===== config.mk =====
export PLATFORM = sky130hd
export DESIGN_NAME = priority_wait_queue
export DESIGN_NICKNAME = d
export VERILOG_FILES = /design/src/sv/pwq_pkg.sv /design/src/sv/priority_wait_queue.sv /design/src/sv/pwq_cell.sv
export SDC_FILE = /design/constraint.sdc
export NUM_CORES = 1
export LEC_CHECK = 0
export BUFFER_PORTS_ARGS = -buffer_cell sky130_fd_sc_hd__buf_2
export CAP_MARGIN = 40
export CORE_MARGIN = 5
export CORE_UTILIZATION = 59
export DETAILED_ROUTE_END_ITERATION = 8
export GPL_ROUTABILITY_DRIVEN = 0
export HOLD_SLACK_MARGIN = 0.12
export MAX_ROUTING_LAYER = met4
export PLACE_DENSITY = 0.83
export SYNTH_ARGS = -nofsm -noshare
export SYNTH_HDL_FRONTEND = slang
export SYNTH_HIERARCHICAL = 1
export SYNTH_SLANG_ARGS = --single-unit
export TNS_END_PERCENT = 5

===== constraint.sdc =====
create_clock -name clk -period 5.9 [get_ports clk]
set_clock_uncertainty 0.2 [all_clocks]
set_input_delay 0.295 -clock clk [delete_from_list [all_inputs] [get_ports clk]]
set_output_delay 0.295 -clock clk [all_outputs]
set_load 0.005 [all_outputs]

===== src/sv/pwq_pkg.sv =====
// ----------------------------------------------------------------------------
// pwq_pkg
// Shared types and codes for the priority-ordered wait queue: command and
// status codes, the queue entry and the per-cycle control word of a cell.
// ----------------------------------------------------------------------------
package pwq_pkg;

  localparam int QUEUE_DEPTH    = 16;
  localparam int THREAD_ID_BITS = 8;

  localparam logic [1:0] CMD_ENQUEUE  = 2'd0;
  localparam logic [1:0] CMD_WAKE_ONE = 2'd1;
  localparam logic [1:0] CMD_WAKE_ALL = 2'd2;
  localparam logic [1:0] CMD_CANCEL   = 2'd3;

  localparam logic [2:0] STATUS_WOKEN     = 3'd0;
  localparam logic [2:0] STATUS_ENQUEUED  = 3'd1;
  localparam logic [2:0] STATUS_EMPTY     = 3'd2;
  localparam logic [2:0] STATUS_FULL      = 3'd3;
  localparam logic [2:0] STATUS_CANCELLED = 3'd4;
  localparam logic [2:0] STATUS_NOT_FOUND = 3'd5;

  localparam logic [1:0] CELL_HOLD   = 2'd0;
  localparam logic [1:0] CELL_INSERT = 2'd1;
  localparam logic [1:0] CELL_SHIFT  = 2'd2;
  localparam logic [1:0] CELL_CANCEL = 2'd3;

  typedef logic [THREAD_ID_BITS-1:0] tid_t;
  typedef logic [7:0]                prio_t;

  typedef struct packed {
    logic  valid;
    tid_t  id;
    prio_t prio;
  } entry_t;

  typedef struct packed {
    logic [1:0] op;
    tid_t       id;
    prio_t      prio;
  } cell_ctl_t;

endpackage


===== src/sv/priority_wait_queue.sv =====
// ----------------------------------------------------------------------------
// priority_wait_queue
// Wait queue of thread ids kept in priority order in a row of cells.
// ----------------------------------------------------------------------------
// An enqueue, a wake-one and a cancel each give one result beat, and the next
// command is taken as soon as the output register is empty or being emptied,
// so one command per cycle is sustained when the output is not stalled. A
// wake-all on a queue of N waiters gives N beats, one per cycle while the
// output is not stalled, in service order, and holds off new commands until
// its final beat (marked by last) has entered the output register. The queue
// holds QUEUE_DEPTH waiters; an enqueue into a full queue is refused with a
// status beat and leaves the queue unchanged.
// ----------------------------------------------------------------------------
module priority_wait_queue (
  input  logic        clk,
  input  logic        rst,
  input  logic        in_valid,
  output logic        in_stall,
  input  logic [1:0]  command,
  input  logic [7:0]  thread_id,
  input  logic [7:0]  priority_req,
  input  logic [31:0] reason,
  output logic        out_valid,
  input  logic        out_stall,
  output logic [7:0]  woken_id,
  output logic [31:0] wake_reason,
  output logic [2:0]  status,
  output logic        last
);
  import pwq_pkg::*;

  localparam logic S_IDLE  = 1'b0;
  localparam logic S_DRAIN = 1'b1;

  logic                   state;
  logic                   state_next;
  logic [31:0]            drain_reason;
  entry_t                 entries [QUEUE_DEPTH];
  logic [QUEUE_DEPTH-1:0] ins;
  logic [QUEUE_DEPTH-1:0] hit;
  cell_ctl_t              ctl;
  logic                   out_free;
  logic                   accept;
  logic                   load;
  tid_t                   res_id;
  logic [31:0]            res_reason;
  logic [2:0]             res_status;
  logic                   res_last;
  logic                   full;
  logic                   empty;

  for (genvar i = 0; i < QUEUE_DEPTH; i++) begin : g_cell
    entry_t left_e;
    entry_t right_e;
    logic   ins_prev;
    logic   hit_prev;
    if (i == 0) begin : g_head
      assign left_e   = '0;
      assign ins_prev = 1'b0;
      assign hit_prev = 1'b0;
    end else begin : g_body
      assign left_e   = entries[i-1];
      assign ins_prev = ins[i-1];
      assign hit_prev = hit[i-1];
    end
    if (i == QUEUE_DEPTH - 1) begin : g_tail
      assign right_e = '0;
    end else begin : g_mid
      assign right_e = entries[i+1];
    end
    pwq_cell u_cell (
      .clk     (clk),
      .rst     (rst),
      .ctl     (ctl),
      .left    (left_e),
      .right   (right_e),
      .ins_in  (ins_prev),
      .hit_in  (hit_prev),
      .ins_out (ins[i]),
      .hit_out (hit[i]),
      .entry   (entries[i])
    );
  end

  assign full     = entries[QUEUE_DEPTH-1].valid;
  assign empty    = !entries[0].valid;
  assign out_free = !out_valid || !out_stall;
  assign in_stall = (state != S_IDLE) || !out_free;
  assign accept   = in_valid && !in_stall;

  always_comb begin
    state_next = state;
    load       = 1'b0;
    ctl.op     = CELL_HOLD;
    ctl.id     = thread_id[THREAD_ID_BITS-1:0];
    ctl.prio   = priority_req;
    res_id     = ctl.id;
    res_reason = 32'd0;
    res_status = STATUS_ENQUEUED;
    res_last   = 1'b1;
    if (accept) begin
      load = 1'b1;
      unique case (command)
        CMD_ENQUEUE: begin
          if (full) begin
            res_status = STATUS_FULL;
          end else begin
            ctl.op     = CELL_INSERT;
            res_status = STATUS_ENQUEUED;
          end
        end
        CMD_WAKE_ONE, CMD_WAKE_ALL: begin
          if (empty) begin
            res_id     = '0;
            res_status = STATUS_EMPTY;
          end else begin
            ctl.op     = CELL_SHIFT;
            res_id     = entries[0].id;
            res_reason = reason;
            res_status = STATUS_WOKEN;
            if (command == CMD_WAKE_ALL && entries[1].valid) begin
              res_last   = 1'b0;
              state_next = S_DRAIN;
            end
          end
        end
        CMD_CANCEL: begin
          ctl.op     = CELL_CANCEL;
          res_status = hit[QUEUE_DEPTH-1] ? STATUS_CANCELLED : STATUS_NOT_FOUND;
        end
        default: begin
          ctl.op = CELL_HOLD;
        end
      endcase
    end else if (state == S_DRAIN && out_free) begin
      load       = 1'b1;
      ctl.op     = CELL_SHIFT;
      res_id     = entries[0].id;
      res_reason = drain_reason;
      res_status = STATUS_WOKEN;
      res_last   = !entries[1].valid;
      if (res_last) begin
        state_next = S_IDLE;
      end
    end
  end

  always_ff @(posedge clk) begin
    if (rst) begin
      state     <= S_IDLE;
      out_valid <= 1'b0;
    end else begin
      state <= state_next;
      if (load) begin
        out_valid <= 1'b1;
      end else if (!out_stall) begin
        out_valid <= 1'b0;
      end
    end
    if (accept) begin
      drain_reason <= reason;
    end
    if (load) begin
      woken_id    <= 8'(res_id);
      wake_reason <= res_reason;
      status      <= res_status;
      last        <= res_last;
    end
  end

endmodule


===== src/sv/pwq_cell.sv =====
// ----------------------------------------------------------------------------
// pwq_cell
// One slot of the sorted wait queue. It holds a single waiter and, as the
// command says, keeps it, takes the new waiter, or takes a neighbor's entry.
// ----------------------------------------------------------------------------
module pwq_cell (
  input  logic               clk,
  input  logic               rst,
  input  pwq_pkg::cell_ctl_t ctl,
  input  pwq_pkg::entry_t    left,
  input  pwq_pkg::entry_t    right,
  input  logic               ins_in,
  input  logic               hit_in,
  output logic               ins_out,
  output logic               hit_out,
  output pwq_pkg::entry_t    entry
);
  import pwq_pkg::*;

  entry_t entry_next;
  logic   ins;
  logic   match;

  assign ins     = !entry.valid || (ctl.prio > entry.prio);
  assign match   = entry.valid && (entry.id == ctl.id);
  assign ins_out = ins;
  assign hit_out = hit_in || match;

  always_comb begin
    entry_next = entry;
    case (ctl.op)
      CELL_INSERT: begin
        if (ins && ins_in) begin
          entry_next = left;
        end else if (ins) begin
          entry_next = '{valid: 1'b1, id: ctl.id, prio: ctl.prio};
        end
      end
      CELL_SHIFT: begin
        entry_next = right;
      end
      CELL_CANCEL: begin
        if (hit_in || match) begin
          entry_next = right;
        end
      end
      default: begin
        entry_next = entry;
      end
    endcase
  end

  always_ff @(posedge clk) begin
    if (rst) begin
      entry.valid <= 1'b0;
    end else begin
      entry.valid <= entry_next.valid;
    end
    entry.id   <= entry_next.id;
    entry.prio <= entry_next.prio;
  end

endmodule


## Word-level counts from Yosys, hierarchy flattened

Cells that the tools add are included.

| word-level totals | value |
|---|---|
| register bits after elaboration | 350 |
| input port bits | 54 |

| operators by class | value |
|---|---|
| $lt $le $gt $ge | 16 |
| eq/ne operators | 59 |
| mux-type cells | 97 |
| reductions and logical operators | 108 |

Operators by type and width:

| kind | count |
|---|---|
| $pmux 17 s3 | 16 |
| $mux 17 | 47 |
| $eq 8x8->1 | 16 |
| $gt 8x8->1 | 16 |
| $mux 32 | 4 |
| $reduce_and 3->1 | 16 |
| $ne 3x1->1 const B | 15 |
| $ne 2x1->1 const B | 21 |
| $logic_and 1x1->1 | 34 |
| $logic_or 1x1->1 | 33 |
| $mux 8 | 4 |
| $logic_not 1->1 | 20 |
| $mux 1 | 18 |
| $mux 2 | 5 |
| $pmux 3 s3 | 1 |
| $eq 2x2->1 const B | 4 |
| $pmux 2 s3 | 1 |
| $reduce_and 5->1 | 1 |
| $eq 2x1->1 const B | 2 |
| $mux 3 | 1 |
| $reduce_bool 3->1 | 1 |
| $logic_not 2->1 | 1 |
| $ne 2x2->1 const B | 1 |
| $reduce_bool 2->1 | 1 |
| $reduce_or 2->1 | 1 |

## Longest topological paths before layout

Gate-level depths: netlist (run 1).

| logic depth | value |
|---|---|
| depth after elaboration | 20 |
| gate-level depth with buffers | 21 |
| depth with buffers taken out | 21 |

## By module

The synthesis (run 1) kept the hierarchy.

By module, submodules not included:

| module | times used | cells each | area an instance (µm²) | seq. area each (µm²) |
|---|---|---|---|---|
| pwq_cell | 16 | 123 | 1,257.5 | 500.5 |
| priority_wait_queue | 1 | 179 | 3,065.4 | 2,322.2 |

## Worst setup path before layout (run 1)

No wires, ideal clock.

| timing | value |
|---|---|
| path type | input port to flip-flop |
| start | input command[0] |
| end | register g_cell[15].u_cell/entry[0] (netlist bit) (enable) |
| setup time | 0.374 ns |
| arrival time | 4.864 ns |
| data required time | 5.326 ns |
| setup slack | 0.462 ns |
| cell stages on the path | 8 |
| path through | inv_1 -> ha_1 -> a21oi_1 -> o31ai_1 -> ha_1 -> inv_1 -> mux2_2 -> o21a_1 |

RTL lines:

| what | RTL line | text |
|---|---|---|
| from (decl) | priority_wait_queue.sv:19 | `input logic [1:0] command,` |
| to (decl) | pwq_cell.sv:16 | `output pwq_pkg::entry_t entry` |

## Worst setup path after layout (run 1)

| timing | value |
|---|---|
| start | register g_cell[0].u_cell/entry[14] (netlist bit) |
| end | register g_cell[15].u_cell/entry[16] (netlist bit) |

| on the way | value |
|---|---|
| word-level cells in the longest chain between the ends | 19 |

RTL lines:

| what | RTL line | text |
|---|---|---|
| from (decl) | pwq_cell.sv:16 |  |
| $eq 8x8->1 | pwq_cell.sv:25 | `assign match = entry.valid && (entry.id == ctl.id);` |
| $logic_and 1x1->1 | pwq_cell.sv:25 |  |
| named net g_cell[1].hit_prev | priority_wait_queue.sv:56 | `logic hit_prev;` |
| $logic_or 1x1->1 | pwq_cell.sv:27 | `assign hit_out = hit_in \|\| match;` |
| named net g_cell[2].hit_prev | priority_wait_queue.sv:56 |  |
| $logic_or 1x1->1 | pwq_cell.sv:27 |  |
| named net g_cell[3].hit_prev | priority_wait_queue.sv:56 |  |
| $logic_or 1x1->1 | pwq_cell.sv:27 |  |
| named net g_cell[4].hit_prev | priority_wait_queue.sv:56 |  |
| (+1 left out) | - |  |
| named net g_cell[5].hit_prev | priority_wait_queue.sv:56 |  |
| (+1 left out) | - |  |
| named net g_cell[6].hit_prev | priority_wait_queue.sv:56 |  |
| (+1 left out) | - |  |
| named net g_cell[7].hit_prev | priority_wait_queue.sv:56 |  |
| (+1 left out) | - |  |
| named net g_cell[8].hit_prev | priority_wait_queue.sv:56 |  |
| (+1 left out) | - |  |
| named net g_cell[9].hit_prev | priority_wait_queue.sv:56 |  |
| (+1 left out) | - |  |
| named net g_cell[10].hit_prev | priority_wait_queue.sv:56 |  |
| (+1 left out) | - |  |
| named net g_cell[11].hit_prev | priority_wait_queue.sv:56 |  |
| (+1 left out) | - |  |
| named net g_cell[12].hit_prev | priority_wait_queue.sv:56 |  |
| (+1 left out) | - |  |
| named net g_cell[13].hit_prev | priority_wait_queue.sv:56 |  |
| $logic_or 1x1->1 | pwq_cell.sv:27 |  |
| named net g_cell[14].hit_prev | priority_wait_queue.sv:56 |  |
| $logic_or 1x1->1 | pwq_cell.sv:27 |  |
| named net g_cell[15].hit_prev | priority_wait_queue.sv:56 |  |
| $logic_or 1x1->1 | - |  |
| named net hit[15] | priority_wait_queue.sv:40 | `logic [QUEUE_DEPTH-1:0] hit;` |
| $ne 2x1->1 (no line) | - |  |
| $reduce_and 3->1 (no line) | - |  |

The timed path passes the listed nets, and every way through them passes these cells.
A chain may end at the register's enable or synchronous reset.

==> flow_summary.toml, run 1 <==
[final_layout]
final_cells = 2887
final_cell_mix = "edfxtp_1, nor2_1, a21oi_1"
design_area_sq_um = 26300
synthToLayoutAreaGrowth_pct = 13.4
nets = 2571
final_common_cell = "edfxtp_1"
layout-drive-gt1-share_pct = 11.7

[floorplanning]
io_pins = 100
rows = 72
die_area_sq_um = 43400
core_sq_um = 38700
die_w_um = 208
initial_core_util_pct = 59.9
die_h_um = 208

[power]
power-per-cell-area_nw_per_um2 = 302
peakVddDrop_mv = 0.177
p_leak_nw = 10.8

[setup_path]
required_ns = 6.15
arrival_ns = 5.79
end_kind = "flop"
worst_setup_path_start_kind = "flop"
critPathKind = "reg2reg"
cp_max_fo = 17

[timing]
slew_headroom_pct = 17.1
tns_ns = 0
max_clock_freq_mhz = 181
whs_ns = 0.148
tightest_slew_ns = 1.24
period_minus_slack_ns = 5.54
fin_crit_sh_pct = 93.8
setup_viol = 0
rsz0062_at_grt = "false"
hold_violations = 0
drv_slew = 0

[status]
status = "completed"

[synth]
ys_warn_count = 6
netlist_area_sq_um = 23200
synth_top_flop_cell = "edfxtp_1"
netlist_instances = 2147
synth_area_per_cell_sq_um = 10.8
async_flop_share_pct = 0
synth-edff-count = 332
synth_cell_types = 43
yosys_register_bits = 350
yosysSeqAreaShare_pct = 44.6

[placement]
postPlaceCellArea_sq_um = 24700
dp_hpwl_um = 42500
port-buffer-count = 99
dp_cells = 2776

[clock_network]
tritoncts = "done"
numCtsBuffers = 38
htree_num_levels = 2
clock_path_buffers = 3
cts.sinks = 350
insertion_delay_ns = 0.56
cts-root-buf = "clkbuf_16"
clk_pin_slew_ns = 0.08
cts_setup_buffers = 0

[routing]
antenna_left = 0
drt_first_pass_iters = 8
wl_um = 60900
drcViolationCount = 0
via_count = 17750
wl_per_cell_um = 21.1
viasPerCell = 6.15
drtIter0Drc = 1676

[hold_path]
hp-class = "in2reg"

[grt]
gr-usage-all-layers_pct = 27.5
grt_max_degree = 49
grt_first_pass_wirelength_um = 95700
grt_remaining_overflow = 0
grt_pass1_vias = 18240
antenna_found_initial = 1

[job]
maxCapViolCount = 0
[metal layers]
layer | vias up | track usage [%] | share of wire, %
li1 | 8184 | - | -
met1 | 8555 | 34.5 | 40
met2 | 821 | 46.1 | 50
met3 | 190 | 3.36 | 6.9
met4 | 0 | 10.3 | 3.7
met5 | - | - | 0
[where the power goes]
group / leakage, nW / internal [mW] / switching (mW) / total, mW
registers: 3.28 / 3.20 / 0.289 / 3.48
logic: 6.91 / 0.937 / 1.22 / 2.15
clock network: 0.577 / 1.29 / 1.02 / 2.31
[sequential cells by signal (all words and copies together) (netlist names)]
name	flops
out_valid	1
wake_reason	32
g_cell.u_cell/entry	272
last	1
state	1
woken_id	8
status	3
drain_reason	32
[critical path, cell delays in order (launching register included)]
cell and delay, ns:
edfxtp_1 0.45, xor2_1 0.18, nor4_1 0.09, a41o_1 0.26, a41o_1 0.22, a41o_1 0.24, a41o_1 0.24, a41o_1 0.23
a41o_1 0.22, a41o_1 0.23, a41o_1 0.23, a41o_1 0.23, a41o_1 0.24, a41o_1 0.23, a41o_1 0.23, a41o_1 0.22
a41o_1 0.23, a41o_1 0.24, a41o_1 0.24, mux2_2 0.28, o21a_2 0.26, a211oi_1 0.23
[cells in the mapped netlist, types with 18 or more instances]
| master | count | area share, % |
|---|---|---|
| mux2i_1 | 266 | 11 |
| a22o_1 | 32 | 1.2 |
| a21oi_1 | 275 | 5.9 |
| xor2_1 | 112 | 4.2 |
| ha_1 | 180 | 9.7 |
| dfxtp_1 | 18 | 1.6 |
| clkbuf_1 | 49 | 0.79 |
| edfxtp_1 | 332 | 43 |
| inv_1 | 206 | 3.3 |
| a211oi_1 | 32 | 1.0 |
| nor2_1 | 307 | 5.0 |
[final cells by class]
type,count,area [sq um]
Inverter,206,773
Clock inverter,20,140
Tap cell,518,648
Antenna cell,2,5.00
Fill cell,2723,12500
Timing Repair Buffer,188,1580
Multi-Input combinational cell,1553,11800
Clock buffer,50,1040
Sequential cell,350,10300
[cell families (layout without fill, tap and decap cells)]
kind of cell | Yosys count | in the layout | share of synthesized area, %
mux | 283 | 283 | 12.3
flops | 350 | 350 | 44.6
other cells | 1 | 38 | 0.0162
xor+xnor | 128 | 128 | 4.84
fa+ha+maj | 180 | 180 | 9.71
buf+inv | 279 | 464 | 5.50
compound gates | 474 | 474 | 14.2
simple gates | 452 | 452 | 8.87
[stage by stage]
| step | setup slack, ns | util [%] | power [mW] |
|---|---|---|---|
| floorplan | 0.462 | - | 4.94 |
| global placement | 0.350 | 62.4 | 5.38 |
| detailed placement | 0.226 | 63.8 | 5.60 |
| CTS | 0.264 | 67.8 | 7.91 |
| global route | 0.166 | 67.9 | 8.28 |
| finish | 0.365 | 67.9 | 7.95 |
[path summary, 6_finish.rpt]
kind | start | depth (start not counted) | end | slack (ns)
worst min-delay path | rst | 2 | g_cell[6].u_cell/entry[16]$_SDFFE_PP0P_ | 0.15
worst max register to register | g_cell[0].u_cell/entry[14]$_DFFE_PP_ | 21 | g_cell[15].u_cell/entry[16]$_SDFFE_PP0P_ | 0.36
worst max-delay path | g_cell[0].u_cell/entry[14]$_DFFE_PP_ | 21 | g_cell[15].u_cell/entry[16]$_SDFFE_PP0P_ | 0.36
worst min register to register | drain_reason[25]$_DFFE_PN_ | 1 | wake_reason[25]$_DFFE_PP_ | 0.35
[timing repair]
item,4_1_cts,5_1_grt
endpoints found under the hold margin,69,0
setup endpoints to repair,0,3
resized for setup,0,1
hold buffers,39,0
Power figures use the tool's default switching activity.
==> run 2, diff against run 1 <==
REMOVE_ABC_BUFFERS = 1   (was not set)
==> run 2 against run 1 <==
  * Register-to-register slack lost 0.19 ns
  * Sequential power is essentially flat
  * Final area grew 0.28%
  * Die area is the same
  * Maximum frequency shrank 3.8%
  * Critical path depth grew 2
  * Largest cell class unchanged
  * Non-clock buffer count grew 5
==> flow_summary.toml, run 2 (synthesis gave the netlist of run 1 again) <==
[clock_network]
htree_num_levels = 2
cts_setup_buffers = 0
hold_buffers = 40
numCtsBuffers = 40
insertion_delay_ns = 0.56
clk_pin_slew_ns = 0.06
cts.sinks = 350
tritoncts = "done"
cts-root-buf = "clkbuf_16"
clock_path_buffers = 3
ctsResizeCount = 0

[routing]
viasPerCell = 6.23
drtIter0Drc = 1608
drt_first_pass_iters = 7
via_count = 18000
wl_um = 61400
antenna_left = 0
drcViolationCount = 0
wl_per_cell_um = 21.3

[final_layout]
top_regs = "g_cell.u_cell/entry: 272 flops, drain_reason: 32 flops, wake_reason: 32 flops"
n_fill_cell = 2782
largest_register_ffs = 272
final_cell_mix = "edfxtp_1, nor2_1, a21oi_1"
layout-drive-gt1-share_pct = 11.8
synthToLayoutAreaGrowth_pct = 13.7
fin_util_pct = 68.0
final_common_cell = "edfxtp_1"
nets = 2578
design_area_sq_um = 26400
final_cells = 2891
regMostFlops = "g_cell.u_cell/entry"
antennaDiodeCount = 0

[timing]
rsz0062_at_grt = "false"
tns_ns = 0
period_minus_slack_ns = 5.75
hold_violations = 0
setup_viol = 0
drv_slew = 0
max_clock_freq_mhz = 174
fin_crit_sh_pct = 97.5
tightest_slew_ns = 1.29
slew_headroom_pct = 13.6

[floorplanning]
rows = 72
io_pins = 100
die_h_um = 208
core_sq_um = 38700
die_w_um = 208
initial_core_util_pct = 59.9
die_area_sq_um = 43400

[setup_path]
worst_setup_path_start_kind = "input port"
r2r_setup_slack_ns = 0.17
end_kind = "flop"
required_ns = 6.16
arrival_ns = 6.02
cp_max_fo = 17
critPathKind = "in2reg"

[grt]
gr-usage-all-layers_pct = 28.4
grt_max_degree = 38
grt_first_pass_wirelength_um = 98100
grt_pass1_vias = 18478
grt_remaining_overflow = 0
antenna_found_initial = 0

[job]
maxCapViolCount = 0

[placement]
dp_hpwl_um = 43100
dp_cells = 2778
postPlaceCellArea_sq_um = 24700
port-buffer-count = 99

[hold_path]
hp-class = "in2reg"

[status]
status = "completed"

[power]
peakVddDrop_mv = 0.247
power-per-cell-area_nw_per_um2 = 305
p_leak_nw = 10.8
run 2: final cells by class:
cell class / instances / area (sq um) / share of cell area (%)
Inverter: 206 / 773 / 2.93
Sequential cell: 350 / 10300 / 39.2
Tap cell: 518 / 648 / 2.46
Timing Repair Buffer: 193 / 1570 / 5.96
Clock buffer: 51 / 1080 / 4.11
Clock inverter: 20 / 181 / 0.688
Multi-Input combinational cell: 1553 / 11800 / 44.7
run 2: final timing paths:
| path | startpoint | end | cells after the start |
|---|---|---|---|
| setup / recovery | thread_id[1] | g_cell[15].u_cell/entry[16]$_SDFFE_PP0P_ | 23 |
| hold / removal | thread_id[2] | g_cell[15].u_cell/entry[10]$_DFFE_PP_ | 4 |
| setup reg to reg | g_cell[0].u_cell/entry[10]$_DFFE_PP_ | g_cell[15].u_cell/entry[16]$_SDFFE_PP0P_ | 21 |
| hold reg to reg | drain_reason[22]$_DFFE_PN_ | wake_reason[22]$_DFFE_PP_ | 1 |
run 2: worst max-delay path: stages:
cell,delay [ns]
dlygate4sd3_1,0.54
buf_2,0.17
xor2_1,0.16
nor4_1,0.09
a41o_1,0.26
a41o_1,0.24
a41o_1,0.24
a41o_1,0.23
a41o_1,0.23
a41o_1,0.22
a41o_1,0.23
a41o_1,0.24
a41o_1,0.24
a41o_1,0.24
a41o_1,0.24
a41o_1,0.25
a41o_1,0.25
a41o_1,0.22
a41o_1,0.23
a41o_1,0.24
mux2_2,0.28
o21a_1,0.38
a211oi_1,0.31
run 2: per-stage QoR:
stage / power [mW] / hold slack [ns] / setup slack [ns]
2_1_floorplan: 4.87 / 0.164 / 0.462
3_3_place_gp: 5.38 / 0.288 / 0.330
3_5_place_dp: 5.58 / 0.294 / 0.227
4_1_cts: 8.01 / 0.129 / 0.215
5_1_grt: 8.40 / 0.170 / 0.0440
6_report: 8.05 / 0.139 / 0.145
run 2: routing by layer:
layer	up-vias	track usage [%]	part of all wire (%)	wire length, um
li1	8197	-	-	-
met1	8769	35.0	39	24000
met2	814	47.4	50	30600
met3	220	3.81	6.9	4250
met4	0	11.9	4.3	2630
met5	-	-	0	0
run 2: power breakdown:
part           total (mW)  internal (mW)  switching, mW
logic                2.13          0.924           1.21
clock network        2.42           1.43          0.995
registers            3.50           3.20          0.304
==> run 3, diff against run 2 <==
CAP_MARGIN = 20   (was 40)
CORE_ASPECT_RATIO = 0.75   (was not set)
==> run 3 against run 2 <==
  * Non-clock buffer count fell by 8
  * Clock power fell by 2%
  * Worst setup slack improved by 0.044 ns
  * First-iteration DRC count rose by 44%
  * Via count rose by 0.83%
  * Wire length rose by 2.5%
  * Sequential share of layout area rose by 0.19 points
  * Sequential power barely moved
  * Critical path depth fell by 2
  * Total power fell by 0.45%
  * Critical endpoint unchanged
==> flow_summary.toml, run 3 (synthesis gave the netlist of run 1 again) <==
[status]
status = "completed"

[floorplanning]
die_area_sq_um = 43400
die_w_um = 239
core_sq_um = 38600
die_h_um = 182
initial_core_util_pct = 60.1
rows = 62
io_pins = 100

[power]
power-per-cell-area_nw_per_um2 = 306
pwr-share-clk_pct = 29.5
peakVddDrop_mv = 0.219
seqPwrFrac_pct = 43.7
switching_share_pct = 31.6
comb_power_share_pct = 26.7
p_sw_mw = 2.53
p_leak_nw = 10.7
cell_internal_pwr_mw = 5.48

[timing]
fin_ws_ns = 0.189
hold_violations = 0
tns_ns = 0
slew_headroom_pct = 18.2
setup_viol = 0
rsz0062_at_grt = "false"
max_clock_freq_mhz = 175
period_minus_slack_ns = 5.71
fin_crit_sh_pct = 96.8
tightest_slew_ns = 1.22
drv_slew = 0

[final_layout]
fin_util_pct = 68.0
final_cell_mix = "edfxtp_1, nor2_1, a21oi_1"
layout-drive-gt1-share_pct = 11.2
final_cells = 2872
largest_register_ffs = 272
nets = 2566
final_common_cell = "edfxtp_1"
top_regs = "g_cell.u_cell/entry: 272 flops, drain_reason: 32 flops, wake_reason: 32 flops"
regMostFlops = "g_cell.u_cell/entry"
synthToLayoutAreaGrowth_pct = 13.1

[clock_network]
clock_path_buffers = 3
numCtsBuffers = 36
cts-root-buf = "clkbuf_16"
tritoncts = "done"
cts.sinks = 350
clk_pin_slew_ns = 0.07
insertion_delay_ns = 0.54
htree_num_levels = 2

[grt]
antenna_found_initial = 1
grt_pass1_vias = 17559
grt_max_degree = 49
grt_remaining_overflow = 0
use_met3_pct = 5.13
use_met2_pct = 41.8
use_met1_pct = 40.5
grt_first_pass_wirelength_um = 95800
grt.busiest_layer = "met2"
gr-usage-all-layers_pct = 28.1

[setup_path]
crit_chain = "xor2_1, nor4_1, a41o_1, a41o_1, a41o_1, a41o_1, a41o_1, a41o_1, a41o_1, a41o_1, a41o_1, a41o_1, a41o_1, a41o_1, a41o_1, a41o_1, a41o_1, a41o_1, mux2_2, o21a_2, a211oi_1"
slowest_delay_ns = 0.45
end_kind = "flop"
cp_max_fo = 17
cp.buffers_inverters = 0
crit_slowest_cell = "edfxtp_1"
required_ns = 6.15
critPathKind = "reg2reg"
cpMostUsedCell = "a41o_1"
arrival_ns = 5.96
critical_path.top_delay_family = "compound AO/OA/AOI/OAI gates"
worst_setup_path_start_kind = "flop"

[placement]
dp_cells = 2740
dp_hpwl_um = 42600
dp_slack_ns = 0.113
port-buffer-count = 99

[routing]
via_count = 18149
drcViolationCount = 0
wl_um = 63000
viasPerCell = 6.32
antenna_left = 0
wl_per_cell_um = 21.9
drt_first_pass_iters = 7
drtIter0Drc = 2312

[hold_path]
hp-class = "in2reg"

[job]
maxCapViolCount = 0
run 3: changes by cell type in the layout (fill, tap and decap cells not counted), moves of 3 or more:
cell / change
clkinv_2: -4
clkbuf_1: +5
buf_6: +3
clkbuf_8: -3
buf_4: -6
buf_8: -7
buf_16: +4
run 3: power groups by stage:
stage,Clock (mW),Combinational (mW),Sequential (mW)
after global routing,2.48,2.31,3.53
after floorplan,0,1.46,3.41
after detailed placement,0,1.98,3.54
after CTS,2.36,2.01,3.49
final,2.37,2.14,3.51
after global placement,0,1.86,3.52
run 3: area by class of cell:
class / instances / area (sq um)
Multi-Input combinational cell: 1553 / 11800
Inverter: 206 / 773
Clock inverter: 14 / 175
Clock buffer: 51 / 1010
Tap cell: 512 / 641
Fill cell: 2702 / 12300
Timing Repair Buffer: 185 / 1530
Antenna cell: 1 / 2.50
Sequential cell: 350 / 10300
run 3: worst paths after layout:
kind / startpoint / endpoint / slack (ns) / cells after the start
hold reg to reg: drain_reason[14]$_DFFE_PN_ / wake_reason[14]$_DFFE_PP_ / 0.34 / 1
hold / removal: rst / g_cell[15].u_cell/entry[16]$_SDFFE_PP0P_ / 0.17 / 2
setup / recovery: g_cell[0].u_cell/entry[14]$_DFFE_PP_ / g_cell[15].u_cell/entry[16]$_SDFFE_PP0P_ / 0.19 / 21
setup reg to reg: g_cell[0].u_cell/entry[14]$_DFFE_PP_ / g_cell[15].u_cell/entry[16]$_SDFFE_PP0P_ / 0.19 / 21
run 3: worst register-to-register path: stages, from the launching register on:
cell	delay, ns
edfxtp_1	0.45
xor2_1	0.20
nor4_1	0.10
a41o_1	0.26
a41o_1	0.24
a41o_1	0.23
a41o_1	0.24
a41o_1	0.23
a41o_1	0.24
a41o_1	0.26
a41o_1	0.24
a41o_1	0.23
a41o_1	0.22
a41o_1	0.23
a41o_1	0.26
a41o_1	0.26
a41o_1	0.25
a41o_1	0.25
a41o_1	0.24
mux2_2	0.28
o21a_2	0.26
a211oi_1	0.23
run 3: through the flow:
stage	area [sq um]	hold WS [ns]	power [mW]
after detailed placement	24200	0.293	5.51
after CTS	25800	0.145	7.86
after global placement	24100	0.287	5.39
after floorplan	22800	0.164	4.87
after global routing	26200	0.171	8.33
final	26200	0.167	8.01
run 3: timing repair:
item                                    4_1_cts  5_1_grt
resized for setup                             0        1
setup buffers                                 0        0
endpoints found under the setup margin        0       17
hold buffers                                 41        0
hold endpoints to repair                     72        0
run 3: metal layers:
metal	vias up	part of all wire, %
met5	-	0
met4	0	2.2
met3	130	11
met2	1072	44
met1	8769	42
li1	8178	-
